--- src/hw/rtl/ordered_list_move_engine_top_defines.svh ---
// assertion macros for the ordered list move engine
`ifndef ORDERED_LIST_MOVE_ENGINE_TOP_DEFINES_SVH
`define ORDERED_LIST_MOVE_ENGINE_TOP_DEFINES_SVH

`ifndef SYNTHESIS
// check clocked on clk, off while in reset
`define OLME_ASSERT(label, prop, msg) \
    label: assert property (@(posedge clk) disable iff (!rst_n) (prop)) else $error(msg);
// check clocked on clk, also during reset
`define OLME_ASSERT_ALWAYS(label, prop, msg) \
    label: assert property (@(posedge clk) (prop)) else $error(msg);
`else
`define OLME_ASSERT(label, prop, msg)
`define OLME_ASSERT_ALWAYS(label, prop, msg)
`endif

`endif

--- src/hw/rtl/olme_pkg.sv ---
package olme_pkg;

    localparam int MAX_ITEMS = 64;
    localparam int ITEM_W    = 7;
    localparam int TBL_DEPTH = MAX_ITEMS + 1;
    localparam int ADDR_W    = $clog2(TBL_DEPTH);

    // input modes
    localparam logic [1:0] MODE_LEFT  = 2'd0;
    localparam logic [1:0] MODE_RIGHT = 2'd1;
    localparam logic [1:0] MODE_DUMP  = 2'd2;

    // result status codes
    localparam logic [1:0] ST_ENTRY   = 2'd0;
    localparam logic [1:0] ST_DONE    = 2'd1;
    localparam logic [1:0] ST_IGNORED = 2'd2;

    // operand selects of the datapath
    localparam int OPD_W = 3;
    localparam logic [OPD_W-1:0] OPD_ZERO = 3'd0;
    localparam logic [OPD_W-1:0] OPD_P    = 3'd1;
    localparam logic [OPD_W-1:0] OPD_S    = 3'd2;
    localparam logic [OPD_W-1:0] OPD_A    = 3'd3;
    localparam logic [OPD_W-1:0] OPD_B    = 3'd4;
    localparam logic [OPD_W-1:0] OPD_CUR  = 3'd5;

    // jump conditions
    localparam int JC_W = 3;
    localparam logic [JC_W-1:0] JC_NEXT     = 3'd0;
    localparam logic [JC_W-1:0] JC_GOTO     = 3'd1;
    localparam logic [JC_W-1:0] JC_DISPATCH = 3'd2;
    localparam logic [JC_W-1:0] JC_RIGHT    = 3'd3;
    localparam logic [JC_W-1:0] JC_LOOP     = 3'd4;

    localparam int PC_W = 4;

    typedef struct packed {
        logic [1:0]        mode;
        logic [ITEM_W-1:0] moved_item;
        logic [ITEM_W-1:0] anchor_item;
    } in_word_t;

    typedef struct packed {
        logic [ITEM_W-1:0] item_number;
        logic [1:0]        status;
        logic              last;
    } out_word_t;

    // one microcode control word
    typedef struct packed {
        logic             in_ready;
        logic [OPD_W-1:0] rd_sel;
        logic             latch_ps;
        logic             latch_cur;
        logic             succ_we;
        logic [OPD_W-1:0] succ_addr;
        logic [OPD_W-1:0] succ_data;
        logic             pred_we;
        logic [OPD_W-1:0] pred_addr;
        logic [OPD_W-1:0] pred_data;
        logic             emit;
        logic [1:0]       emit_status;
        logic             k_inc;
        logic [JC_W-1:0]  jc;
        logic [PC_W-1:0]  target;
    } ctrl_t;

    // datapath conditions seen by the sequencer
    typedef struct packed {
        logic in_valid;
        logic is_dump;
        logic is_bad;
        logic is_right;
        logic dump_done;
        logic room;
    } seq_flags_t;

endpackage

--- src/hw/rtl/ordered_list_move_engine_top.sv ---
// ordered list move engine
// keeps an order of items 1..count as successor and predecessor link tables,
// with a sentinel entry at index 0 standing before the first and after the last
// input channel in_valid/in_ready carries one word: mode, moved_item, anchor_item
// output channel out_valid/out_ready carries result words: item_number, status, last
// cfg_we/cfg_wdata write the item count (saturated to 1..64), restoring order 1..count
// a microcoded sequencer steps through a small rom program; one table port per cycle
// move: reads and unlinks the moved item, reads the anchor, splices, then loads the result word
// ignored command (same item, out of range, unknown mode): tables untouched, ignored result word loaded
// dump: reads the sentinel's successor, then walks the successor chain and loads one result
// word per item, the last one flagged last; one successor link read per word
// a new word is taken only once the previous one is fully handled
// reset: count 64, order 1..64, output empty; link table valid bits clear at once,
// so an unwritten entry reads as its restored-order value with no clearing pass
// a stalled receiver holds the result register; the program waits in its emit step
`include "ordered_list_move_engine_top_defines.svh"

module ordered_list_move_engine_top
    import olme_pkg::*;
(
    input  logic              clk,
    input  logic              rst_n,
    input  logic              in_valid,
    output logic              in_ready,
    input  in_word_t          in_word,
    output logic              out_valid,
    input  logic              out_ready,
    output out_word_t         out_word,
    input  logic              cfg_we,
    input  logic [ITEM_W-1:0] cfg_wdata
);

    // restored-order successor link of entry idx
    function automatic logic [ITEM_W-1:0] succ_init(input logic [ADDR_W-1:0] idx,
                                                    input logic [ITEM_W-1:0] n);
        logic [ITEM_W-1:0] v;
        v = ITEM_W'(idx);
        return (v < n) ? v + 1'b1 : '0;
    endfunction

    // restored-order predecessor link of entry idx
    function automatic logic [ITEM_W-1:0] pred_init(input logic [ADDR_W-1:0] idx,
                                                    input logic [ITEM_W-1:0] n);
        logic [ITEM_W-1:0] v;
        v = ITEM_W'(idx);
        if (v == '0)
        begin
            return n;
        end
        return (v <= n) ? v - 1'b1 : '0;
    endfunction

    // links beyond the table point at the sentinel
    function automatic logic [ADDR_W-1:0] slot(input logic [ITEM_W-1:0] v);
        return (v <= ITEM_W'(MAX_ITEMS)) ? ADDR_W'(v) : '0;
    endfunction

    ctrl_t             ctrl;
    logic              go;
    seq_flags_t        flags;

    // control state
    logic [ITEM_W-1:0] count_reg;
    logic              out_valid_reg;

    // datapath registers
    logic [1:0]        mode_reg;
    logic [ADDR_W-1:0] a_reg;
    logic [ADDR_W-1:0] b_reg;
    logic [ADDR_W-1:0] p_reg;
    logic [ADDR_W-1:0] s_reg;
    logic [ADDR_W-1:0] cur_reg;
    logic [ITEM_W-1:0] k_reg;
    logic [ADDR_W-1:0] rd_addr_reg;
    out_word_t         out_word_reg;
    out_word_t         out_word_next;

    logic              in_fire;
    logic              emit_fire;
    logic              in_bad;
    logic [ITEM_W-1:0] cfg_sat;
    logic [ADDR_W-1:0] rd_addr;
    logic [ITEM_W-1:0] succ_rdata;
    logic [ITEM_W-1:0] pred_rdata;
    logic              succ_rvalid;
    logic              pred_rvalid;
    logic [ITEM_W-1:0] succ_eff;
    logic [ITEM_W-1:0] pred_eff;
    logic [ADDR_W-1:0] succ_waddr;
    logic [ADDR_W-1:0] pred_waddr;
    logic [ADDR_W-1:0] succ_wdata;
    logic [ADDR_W-1:0] pred_wdata;

    function automatic logic [ADDR_W-1:0] operand(input logic [OPD_W-1:0] sel,
                                                  input logic [ADDR_W-1:0] p,
                                                  input logic [ADDR_W-1:0] s,
                                                  input logic [ADDR_W-1:0] a,
                                                  input logic [ADDR_W-1:0] b,
                                                  input logic [ADDR_W-1:0] cur);
        logic [ADDR_W-1:0] r;
        case (sel)
            OPD_P:   r = p;
            OPD_S:   r = s;
            OPD_A:   r = a;
            OPD_B:   r = b;
            OPD_CUR: r = cur;
            default: r = '0;
        endcase
        return r;
    endfunction

    assign in_ready  = ctrl.in_ready;
    assign in_fire   = in_valid && in_ready;
    assign emit_fire = ctrl.emit && go;

    // move command checks, taken straight from the input word
    assign in_bad = (in_word.mode != MODE_LEFT && in_word.mode != MODE_RIGHT)
                 || (in_word.moved_item == in_word.anchor_item)
                 || (in_word.moved_item == '0) || (in_word.moved_item > count_reg)
                 || (in_word.anchor_item == '0) || (in_word.anchor_item > count_reg);

    assign flags.in_valid  = in_valid;
    assign flags.is_dump   = (in_word.mode == MODE_DUMP);
    assign flags.is_bad    = in_bad;
    assign flags.is_right  = (mode_reg == MODE_RIGHT);
    assign flags.dump_done = (k_reg == count_reg);
    assign flags.room      = !out_valid_reg || out_ready;

    olme_useq u_useq (
        .clk   (clk),
        .rst_n (rst_n),
        .flags (flags),
        .ctrl  (ctrl),
        .go    (go)
    );

    // table access
    assign rd_addr    = operand(ctrl.rd_sel, p_reg, s_reg, a_reg, b_reg, cur_reg);
    assign succ_waddr = operand(ctrl.succ_addr, p_reg, s_reg, a_reg, b_reg, cur_reg);
    assign succ_wdata = operand(ctrl.succ_data, p_reg, s_reg, a_reg, b_reg, cur_reg);
    assign pred_waddr = operand(ctrl.pred_addr, p_reg, s_reg, a_reg, b_reg, cur_reg);
    assign pred_wdata = operand(ctrl.pred_data, p_reg, s_reg, a_reg, b_reg, cur_reg);

    olme_link_table u_succ (
        .clk    (clk),
        .rst_n  (rst_n),
        .clear  (cfg_we),
        .we     (ctrl.succ_we),
        .waddr  (succ_waddr),
        .wdata  (ITEM_W'(succ_wdata)),
        .raddr  (rd_addr),
        .rdata  (succ_rdata),
        .rvalid (succ_rvalid)
    );

    olme_link_table u_pred (
        .clk    (clk),
        .rst_n  (rst_n),
        .clear  (cfg_we),
        .we     (ctrl.pred_we),
        .waddr  (pred_waddr),
        .wdata  (ITEM_W'(pred_wdata)),
        .raddr  (rd_addr),
        .rdata  (pred_rdata),
        .rvalid (pred_rvalid)
    );

    // unwritten entries read as the restored order
    assign succ_eff = succ_rvalid ? succ_rdata : succ_init(rd_addr_reg, count_reg);
    assign pred_eff = pred_rvalid ? pred_rdata : pred_init(rd_addr_reg, count_reg);

    // saturate the written count into 1..MAX_ITEMS
    assign cfg_sat = (cfg_wdata == '0) ? ITEM_W'(1)
                   : (cfg_wdata > ITEM_W'(MAX_ITEMS)) ? ITEM_W'(MAX_ITEMS) : cfg_wdata;

    always_comb
    begin
        out_word_next.status = ctrl.emit_status;
        if (ctrl.emit_status == ST_ENTRY)
        begin
            out_word_next.item_number = ITEM_W'(cur_reg);
            out_word_next.last        = (k_reg + 1'b1 == count_reg);
        end
        else
        begin
            out_word_next.item_number = '0;
            out_word_next.last        = 1'b1;
        end
    end

    always_ff @(posedge clk or negedge rst_n)
    begin
        if (!rst_n)
        begin
            count_reg     <= ITEM_W'(MAX_ITEMS);
            out_valid_reg <= 1'b0;
            k_reg         <= '0;
        end
        else
        begin
            if (cfg_we)
            begin
                count_reg <= cfg_sat;
            end
            if (emit_fire)
            begin
                out_valid_reg <= 1'b1;
            end
            else if (out_ready)
            begin
                out_valid_reg <= 1'b0;
            end
            if (in_fire)
            begin
                k_reg <= '0;
            end
            else if (ctrl.k_inc && go)
            begin
                k_reg <= k_reg + 1'b1;
            end
        end
    end

    // payload registers
    always_ff @(posedge clk)
    begin
        rd_addr_reg <= rd_addr;
        if (in_fire)
        begin
            mode_reg <= in_word.mode;
            a_reg    <= slot(in_word.moved_item);
            b_reg    <= slot(in_word.anchor_item);
        end
        if (ctrl.latch_ps)
        begin
            p_reg <= slot(pred_eff);
            s_reg <= slot(succ_eff);
        end
        if (ctrl.latch_cur)
        begin
            cur_reg <= slot(succ_eff);
        end
        if (emit_fire)
        begin
            out_word_reg <= out_word_next;
        end
    end

    assign out_valid = out_valid_reg;
    assign out_word  = out_word_reg;

    // count stays in its legal range once reset has been seen
    `OLME_ASSERT_ALWAYS(a_count_range, !rst_n || ((count_reg != '0) && (count_reg <= ITEM_W'(MAX_ITEMS))), "item count out of range")
    // an accepted word takes the sequencer out of its idle step
    `OLME_ASSERT(a_busy_after_accept, in_fire |=> !in_ready, "input taken again while busy")
    // a dump entry always names an item in use
    `OLME_ASSERT(a_dump_item, (out_valid && out_word.status == ST_ENTRY) |-> ((out_word.item_number != '0) && (out_word.item_number <= count_reg)), "dump produced an item out of range")
    // a result is never loaded over one still waiting
    `OLME_ASSERT(a_no_overwrite, (out_valid && !out_ready) |=> $stable(out_word), "pending result overwritten")

endmodule

--- src/hw/rtl/olme_ram.sv ---
module olme_ram #(
    parameter int WIDTH = 8,
    parameter int DEPTH = 16
) (
    input  logic                     clk,
    input  logic                     we,
    input  logic [$clog2(DEPTH)-1:0] waddr,
    input  logic [WIDTH-1:0]         wdata,
    input  logic [$clog2(DEPTH)-1:0] raddr,
    output logic [WIDTH-1:0]         rdata
);

    logic [WIDTH-1:0] mem [DEPTH];

    always_ff @(posedge clk)
    begin
        if (we)
        begin
            mem[waddr] <= wdata;
        end
        rdata <= mem[raddr];
    end

endmodule

--- src/hw/rtl/olme_link_table.sv ---
module olme_link_table
    import olme_pkg::*;
(
    input  logic              clk,
    input  logic              rst_n,
    input  logic              clear,
    input  logic              we,
    input  logic [ADDR_W-1:0] waddr,
    input  logic [ITEM_W-1:0] wdata,
    input  logic [ADDR_W-1:0] raddr,
    output logic [ITEM_W-1:0] rdata,
    output logic              rvalid
);

    // entry written since the last order restore
    logic [TBL_DEPTH-1:0] vld_reg;
    logic                 rvalid_reg;

    olme_ram #(
        .WIDTH (ITEM_W),
        .DEPTH (TBL_DEPTH)
    ) u_ram (
        .clk   (clk),
        .we    (we),
        .waddr (waddr),
        .wdata (wdata),
        .raddr (raddr),
        .rdata (rdata)
    );

    always_ff @(posedge clk or negedge rst_n)
    begin
        if (!rst_n)
        begin
            vld_reg    <= '0;
            rvalid_reg <= 1'b0;
        end
        else
        begin
            if (clear)
            begin
                vld_reg <= '0;
            end
            else if (we)
            begin
                vld_reg[waddr] <= 1'b1;
            end
            rvalid_reg <= vld_reg[raddr];
        end
    end

    assign rvalid = rvalid_reg;

endmodule

--- src/hw/rtl/olme_useq.sv ---
module olme_useq
    import olme_pkg::*;
(
    input  logic       clk,
    input  logic       rst_n,
    input  seq_flags_t flags,
    output ctrl_t      ctrl,
    output logic       go
);

    // program steps
    localparam logic [PC_W-1:0] STEP_IDLE     = 4'd0;
    localparam logic [PC_W-1:0] STEP_M_RDA    = 4'd1;
    localparam logic [PC_W-1:0] STEP_M_LATA   = 4'd2;
    localparam logic [PC_W-1:0] STEP_M_UNLINK = 4'd3;
    localparam logic [PC_W-1:0] STEP_M_RDB    = 4'd4;
    localparam logic [PC_W-1:0] STEP_M_LATB   = 4'd5;
    localparam logic [PC_W-1:0] STEP_M_L1     = 4'd6;
    localparam logic [PC_W-1:0] STEP_M_L2     = 4'd7;
    localparam logic [PC_W-1:0] STEP_M_R1     = 4'd8;
    localparam logic [PC_W-1:0] STEP_M_R2     = 4'd9;
    localparam logic [PC_W-1:0] STEP_E_DONE   = 4'd10;
    localparam logic [PC_W-1:0] STEP_E_IGN    = 4'd11;
    localparam logic [PC_W-1:0] STEP_D_RD0    = 4'd12;
    localparam logic [PC_W-1:0] STEP_D_LAT    = 4'd13;
    localparam logic [PC_W-1:0] STEP_D_EMIT   = 4'd14;
    localparam logic [PC_W-1:0] STEP_D_NEXT   = 4'd15;

    logic [PC_W-1:0] pc_reg;
    logic [PC_W-1:0] pc_next;
    ctrl_t           c;

    // microcode rom
    always_comb
    begin
        c = '0;
        case (pc_reg)
            STEP_IDLE:
            begin
                c.in_ready = 1'b1;
                c.jc       = JC_DISPATCH;
            end
            STEP_M_RDA:
            begin
                c.rd_sel = OPD_A;
            end
            STEP_M_LATA:
            begin
                c.latch_ps = 1'b1;
            end
            STEP_M_UNLINK:
            begin
                c.succ_we   = 1'b1;
                c.succ_addr = OPD_P;
                c.succ_data = OPD_S;
                c.pred_we   = 1'b1;
                c.pred_addr = OPD_S;
                c.pred_data = OPD_P;
            end
            STEP_M_RDB:
            begin
                c.rd_sel = OPD_B;
            end
            STEP_M_LATB:
            begin
                c.latch_ps = 1'b1;
                c.jc       = JC_RIGHT;
                c.target   = STEP_M_R1;
            end
            STEP_M_L1:
            begin
                c.succ_we   = 1'b1;
                c.succ_addr = OPD_P;
                c.succ_data = OPD_A;
                c.pred_we   = 1'b1;
                c.pred_addr = OPD_A;
                c.pred_data = OPD_P;
            end
            STEP_M_L2:
            begin
                c.succ_we   = 1'b1;
                c.succ_addr = OPD_A;
                c.succ_data = OPD_B;
                c.pred_we   = 1'b1;
                c.pred_addr = OPD_B;
                c.pred_data = OPD_A;
                c.jc        = JC_GOTO;
                c.target    = STEP_E_DONE;
            end
            STEP_M_R1:
            begin
                c.succ_we   = 1'b1;
                c.succ_addr = OPD_B;
                c.succ_data = OPD_A;
                c.pred_we   = 1'b1;
                c.pred_addr = OPD_A;
                c.pred_data = OPD_B;
            end
            STEP_M_R2:
            begin
                c.succ_we   = 1'b1;
                c.succ_addr = OPD_A;
                c.succ_data = OPD_S;
                c.pred_we   = 1'b1;
                c.pred_addr = OPD_S;
                c.pred_data = OPD_A;
            end
            STEP_E_DONE:
            begin
                c.emit        = 1'b1;
                c.emit_status = ST_DONE;
                c.jc          = JC_GOTO;
                c.target      = STEP_IDLE;
            end
            STEP_E_IGN:
            begin
                c.emit        = 1'b1;
                c.emit_status = ST_IGNORED;
                c.jc          = JC_GOTO;
                c.target      = STEP_IDLE;
            end
            STEP_D_RD0:
            begin
                c.rd_sel = OPD_ZERO;
            end
            STEP_D_LAT:
            begin
                c.latch_cur = 1'b1;
            end
            STEP_D_EMIT:
            begin
                c.rd_sel      = OPD_CUR;
                c.emit        = 1'b1;
                c.emit_status = ST_ENTRY;
                c.k_inc       = 1'b1;
            end
            STEP_D_NEXT:
            begin
                c.latch_cur = 1'b1;
                c.jc        = JC_LOOP;
                c.target    = STEP_IDLE;
            end
            default:
            begin
                c.jc     = JC_GOTO;
                c.target = STEP_IDLE;
            end
        endcase
    end

    // emit steps hold while the output register is full
    assign go = !(c.emit && !flags.room);

    always_comb
    begin
        pc_next = pc_reg + 1'b1;
        case (c.jc)
            JC_NEXT:
            begin
                pc_next = pc_reg + 1'b1;
            end
            JC_GOTO:
            begin
                pc_next = c.target;
            end
            JC_DISPATCH:
            begin
                if (!flags.in_valid)
                begin
                    pc_next = pc_reg;
                end
                else if (flags.is_dump)
                begin
                    pc_next = STEP_D_RD0;
                end
                else if (flags.is_bad)
                begin
                    pc_next = STEP_E_IGN;
                end
                else
                begin
                    pc_next = STEP_M_RDA;
                end
            end
            JC_RIGHT:
            begin
                pc_next = flags.is_right ? c.target : pc_reg + 1'b1;
            end
            JC_LOOP:
            begin
                pc_next = flags.dump_done ? c.target : pc_reg - 1'b1;
            end
            default:
            begin
                pc_next = STEP_IDLE;
            end
        endcase
        if (!go)
        begin
            pc_next = pc_reg;
        end
    end

    always_ff @(posedge clk or negedge rst_n)
    begin
        if (!rst_n)
        begin
            pc_reg <= STEP_IDLE;
        end
        else
        begin
            pc_reg <= pc_next;
        end
    end

    assign ctrl = c;

endmodule

--- config.mk ---
export PLATFORM = sky130hd
export DESIGN_NAME = ordered_list_move_engine_top
export DESIGN_NICKNAME = d
export VERILOG_FILES = /design/src/hw/rtl/olme_pkg.sv /design/src/hw/rtl/ordered_list_move_engine_top.sv /design/src/hw/rtl/olme_ram.sv /design/src/hw/rtl/olme_link_table.sv /design/src/hw/rtl/olme_useq.sv
export VERILOG_INCLUDE_DIRS = /design/src /design/src/hw/rtl
export SDC_FILE = /design/constraint.sdc
export NUM_CORES = 2
export LEC_CHECK = 0
export BUFFER_PORTS_ARGS = -buffer_cell sky130_fd_sc_hd__clkbuf_2
export CAP_MARGIN = 5
export CORE_ASPECT_RATIO = 0.8
export CORE_MARGIN = 5
export CORE_UTILIZATION = 40
export DETAILED_ROUTE_END_ITERATION = 8
export GPL_ROUTABILITY_DRIVEN = 0
export PLACE_DENSITY = 0.62
export SKIP_LAST_GASP = 1
export SYNTH_ARGS = -nofsm -noshare
export SYNTH_HDL_FRONTEND = slang
export SYNTH_SLANG_ARGS = --single-unit
--- constraint.sdc ---
create_clock -name clk -period 3.9 [get_ports clk]
set_input_delay 0.39 -clock clk [delete_from_list [all_inputs] [get_ports clk]]
set_output_delay 0.39 -clock clk [all_outputs]
set_load 0.02 [all_outputs]
==> results.cfg <==
[outcome]
run_status = finished, violations left
failed_checks = negative setup slack

[floorplanning]
core-area_mm2 = 0.114
initial_core_util = 0.403
rows = 111
die_area_mm2 = 0.122
ioPinCount = 40
die_h_um = 314
die_w_um = 389

[route]
drtIter0Drc = 4171
vias_per_cell = 5.88
wl_met3_um = 18100
top_layer = met5
drc_errors = 0
drt_pass1_iterations = 6
routed_wl_um = 146000
wl_met2_um = 61900
wl_per_cell_um = 26.3
vias = 32622
ant_nets = 0
wl_met1_um = 61800

[clock_network]
cts_tree = done
clk_pin_slew_ps = 60
clock-sinks = 1129
cts_buffers = 107
insertion_delay_ps = 730
htree_levels = 3
clock_path_buffers = 3
cts-root-buf = clkbuf_16

[worst_setup_path]
path_common_cell = buf_4
crit_chain = inv_2 -> ha_4 -> nor3b_4 -> inv_1 -> ha_2 -> nor4bb_2 -> buf_4 -> a221o_1 -> buf_6 -> o2111ai_4 -> buf_4 -> buf_12 -> buf_4 -> o22ai_2 -> a211oi_1 -> or3_1 -> nor3_2 -> a41oi_1
crit_type = flip-flop to flip-flop
cp_slowest_cell = dfrtp_1
critPathTopFamily = simple AND/OR/NAND/NOR gates
slowest_delay_ps = 400
critPathBufInv = 7
cp_max_fo = 39
startpoint_type = flip-flop
required_ps = 4480
cp_data_arrival_time_ps = 4590
worstSetupEndpointType = flip-flop

[sta]
max_freq_ghz = 0.249
tightest_slew_ps = 1050
hold-worst-slack_ps = 58.3
rsz0062_at_grt = yes
finClkSkew_ps = 34.8
report.final.slew_viol_count = 0
slew_headroom = 0.290
setup_viol = 11
hold_violations = 0
timing.final.crit_share = 1.03
finalWorstSetupSlack_ps = -116
min_period_ps = 4020

[global_routing]
grt_antenna_before_repair = 1
grt_pass1_wl_um = 210000
grt_pass1_vias = 30633
grt_remaining_overflow = 0
track_usage = 0.232
grt_max_degree = 105

[placement]
place_inst = 5308
dpl.hpwl_um = 95400
io_buffers = 39

[yosys]
ys_ff_latch = 1129
seq_area_frac_synth = 0.715
synthesis.nets = 3497
synth_cells = 3438
syn_area_mm2 = 0.0461
post_synth_num_cell_types = 81
synth-edff-count = 957
synth_ff_type = edfxtp_1
async_flop_share = 0.134
avgSynthCellArea_um2 = 13.4
yosysWarnings = 0

[hold_path]
worstHoldPathType = primary input to flip-flop

[power]
leakagePower_nw = 20.2
p_per_area_mw_per_mm2 = 662
irDropWorstVdd_mv = 0.538

[job]
drv_cap = 0

[final_layout]
fin_cells = 5548
diodes = 0
syn_to_final_growth_pct = 22.6
top_regs = u_pred.u_ram.mem x455, u_succ.u_ram.mem x455
nets = 3989
layout-drive-gt1-share = 0.220
-- synthesized netlist by cell type, types with 22 or more instances --
library cell  number  area share
dfrtp_1          150       0.081
mux2i_1          133       0.029
nor3_1            38      0.0041
and2_1            22      0.0030
o221ai_1          76       0.014
inv_1             41      0.0033
nand2_1          390       0.032
clkbuf_1          68      0.0055
o22ai_1          122       0.017
nand3_1           69      0.0075
edfxtp_1         957        0.62
o21ai_0           62      0.0067
ha_1              31      0.0084
nor2_1           410       0.033
a31oi_1           95       0.013
a211oi_1         104       0.017
buf_2             99       0.011
a21oi_1          203       0.022
-- kinds of logic after synthesis --
| logic type | share of synthesized area |
|---|---|
| buffers and inverters | 0.0236 |
| AOI/OAI and AO/OA | 0.120 |
| and+or+nand+nor | 0.0962 |
| adders and majority gates | 0.00842 |
| xor gates and xnor gates | 0.00703 |
| DFF | 0.715 |
| muxes | 0.0296 |
-- power breakdown --
part           internal, W  leakage [nW]  switching (W)  total, W
logic              0.00328          7.39        0.00766    0.0109
clock network      0.00567          1.70        0.00464    0.0103
registers           0.0157          11.1       0.000494    0.0162
total               0.0246          20.2         0.0128    0.0374
-- layer usage --
metal	vias up	GRT usage
li1	14160	-
met4	4	0.0657
met2	1855	0.328
met1	16380	0.340
met3	223	0.0807
met5	-	0
-- final timing paths --
check	from	to	slack, ps	depth (start not counted)
max in group asynchronous	rst_n	u_succ.vld_reg[48]	2610	3
min in group asynchronous	rst_n	k_reg[0]	350	2
worst min-delay path	in_word[9]	a_reg[2]	60	2
worst max-delay path	u_useq.pc_reg[1]	u_succ.u_ram.rdata[1]	-120	18
worst min register to register	u_pred.u_ram.mem[64][2]	u_pred.u_ram.rdata[2]	480	1
worst max register to register	u_useq.pc_reg[1]	u_succ.u_ram.rdata[1]	-120	18
-- area by class of cell --
cell class | count | area (um^2)
well taps | 1525 | 1910
inverters | 47 | 195
flip-flops and latches | 1129 | 32900
fillers | 9801 | 57900
clock buffers | 138 | 2900
clock inverters | 64 | 559
repair buffers | 578 | 5130
multi-input cells | 2067 | 12900
-- per-stage QoR --
stage / power (W) / area [um^2] / setup WS [ps] / util / setup TNS (ps)
4_1_cts: 0.0370 / 55800 / 2.93 / 0.488 / 0
5_1_grt: 0.0387 / 56500 / -192 / 0.494 / -2160
6_report: 0.0374 / 56500 / -116 / 0.494 / -497
3_3_place_gp: 0.0265 / 51600 / -325 / 0.451 / -2350
3_5_place_dp: 0.0266 / 51600 / -395 / 0.451 / -2980
2_1_floorplan: 0.0212 / 46100 / 234 / - / 0
-- layout by cell type (no fill, tap or decap), types with 16 or more instances in the layout --
| cell type | Yosys | final |
|---|---|---|
| nor2_1 | 410 | 404 |
| clkinv_1 | 1 | 23 |
| o22ai_1 | 122 | 110 |
| a211oi_1 | 104 | 96 |
| inv_2 | 4 | 17 |
| a31oi_1 | 95 | 83 |
| and2_1 | 22 | 21 |
| buf_6 | 3 | 21 |
| clkbuf_16 | 0 | 112 |
| dfrtp_1 | 150 | 150 |
| o21ai_0 | 62 | 57 |
| a21oi_1 | 203 | 198 |
| o211ai_1 | 16 | 16 |
| inv_1 | 41 | 26 |
| o221ai_1 | 76 | 68 |
| edfxtp_1 | 957 | 957 |
| xnor2_1 | 21 | 21 |
| ha_1 | 31 | 26 |
| clkbuf_1 | 68 | 22 |
| nor2b_1 | 18 | 18 |
| nand2_1 | 390 | 385 |
| xor2_1 | 16 | 16 |
| buf_4 | 8 | 453 |
| a311oi_1 | 17 | 17 |
| buf_12 | 0 | 34 |
| clkbuf_2 | 0 | 37 |
| nand3_1 | 69 | 67 |
| mux2i_1 | 133 | 131 |
| nor3_1 | 38 | 29 |
| dfxtp_1 | 21 | 21 |
| clkinv_2 | 0 | 23 |
-- what timing repair did --
item	in CTS	in global routing
hold buffers	14	0
endpoints found under the setup margin	15	39
hold endpoints to repair	112	0
gates cloned	5	4
resized for setup	64	109
setup buffers	12	4
pin swaps	15	38
No activity file was read; power rests on OpenSTA's default activity.
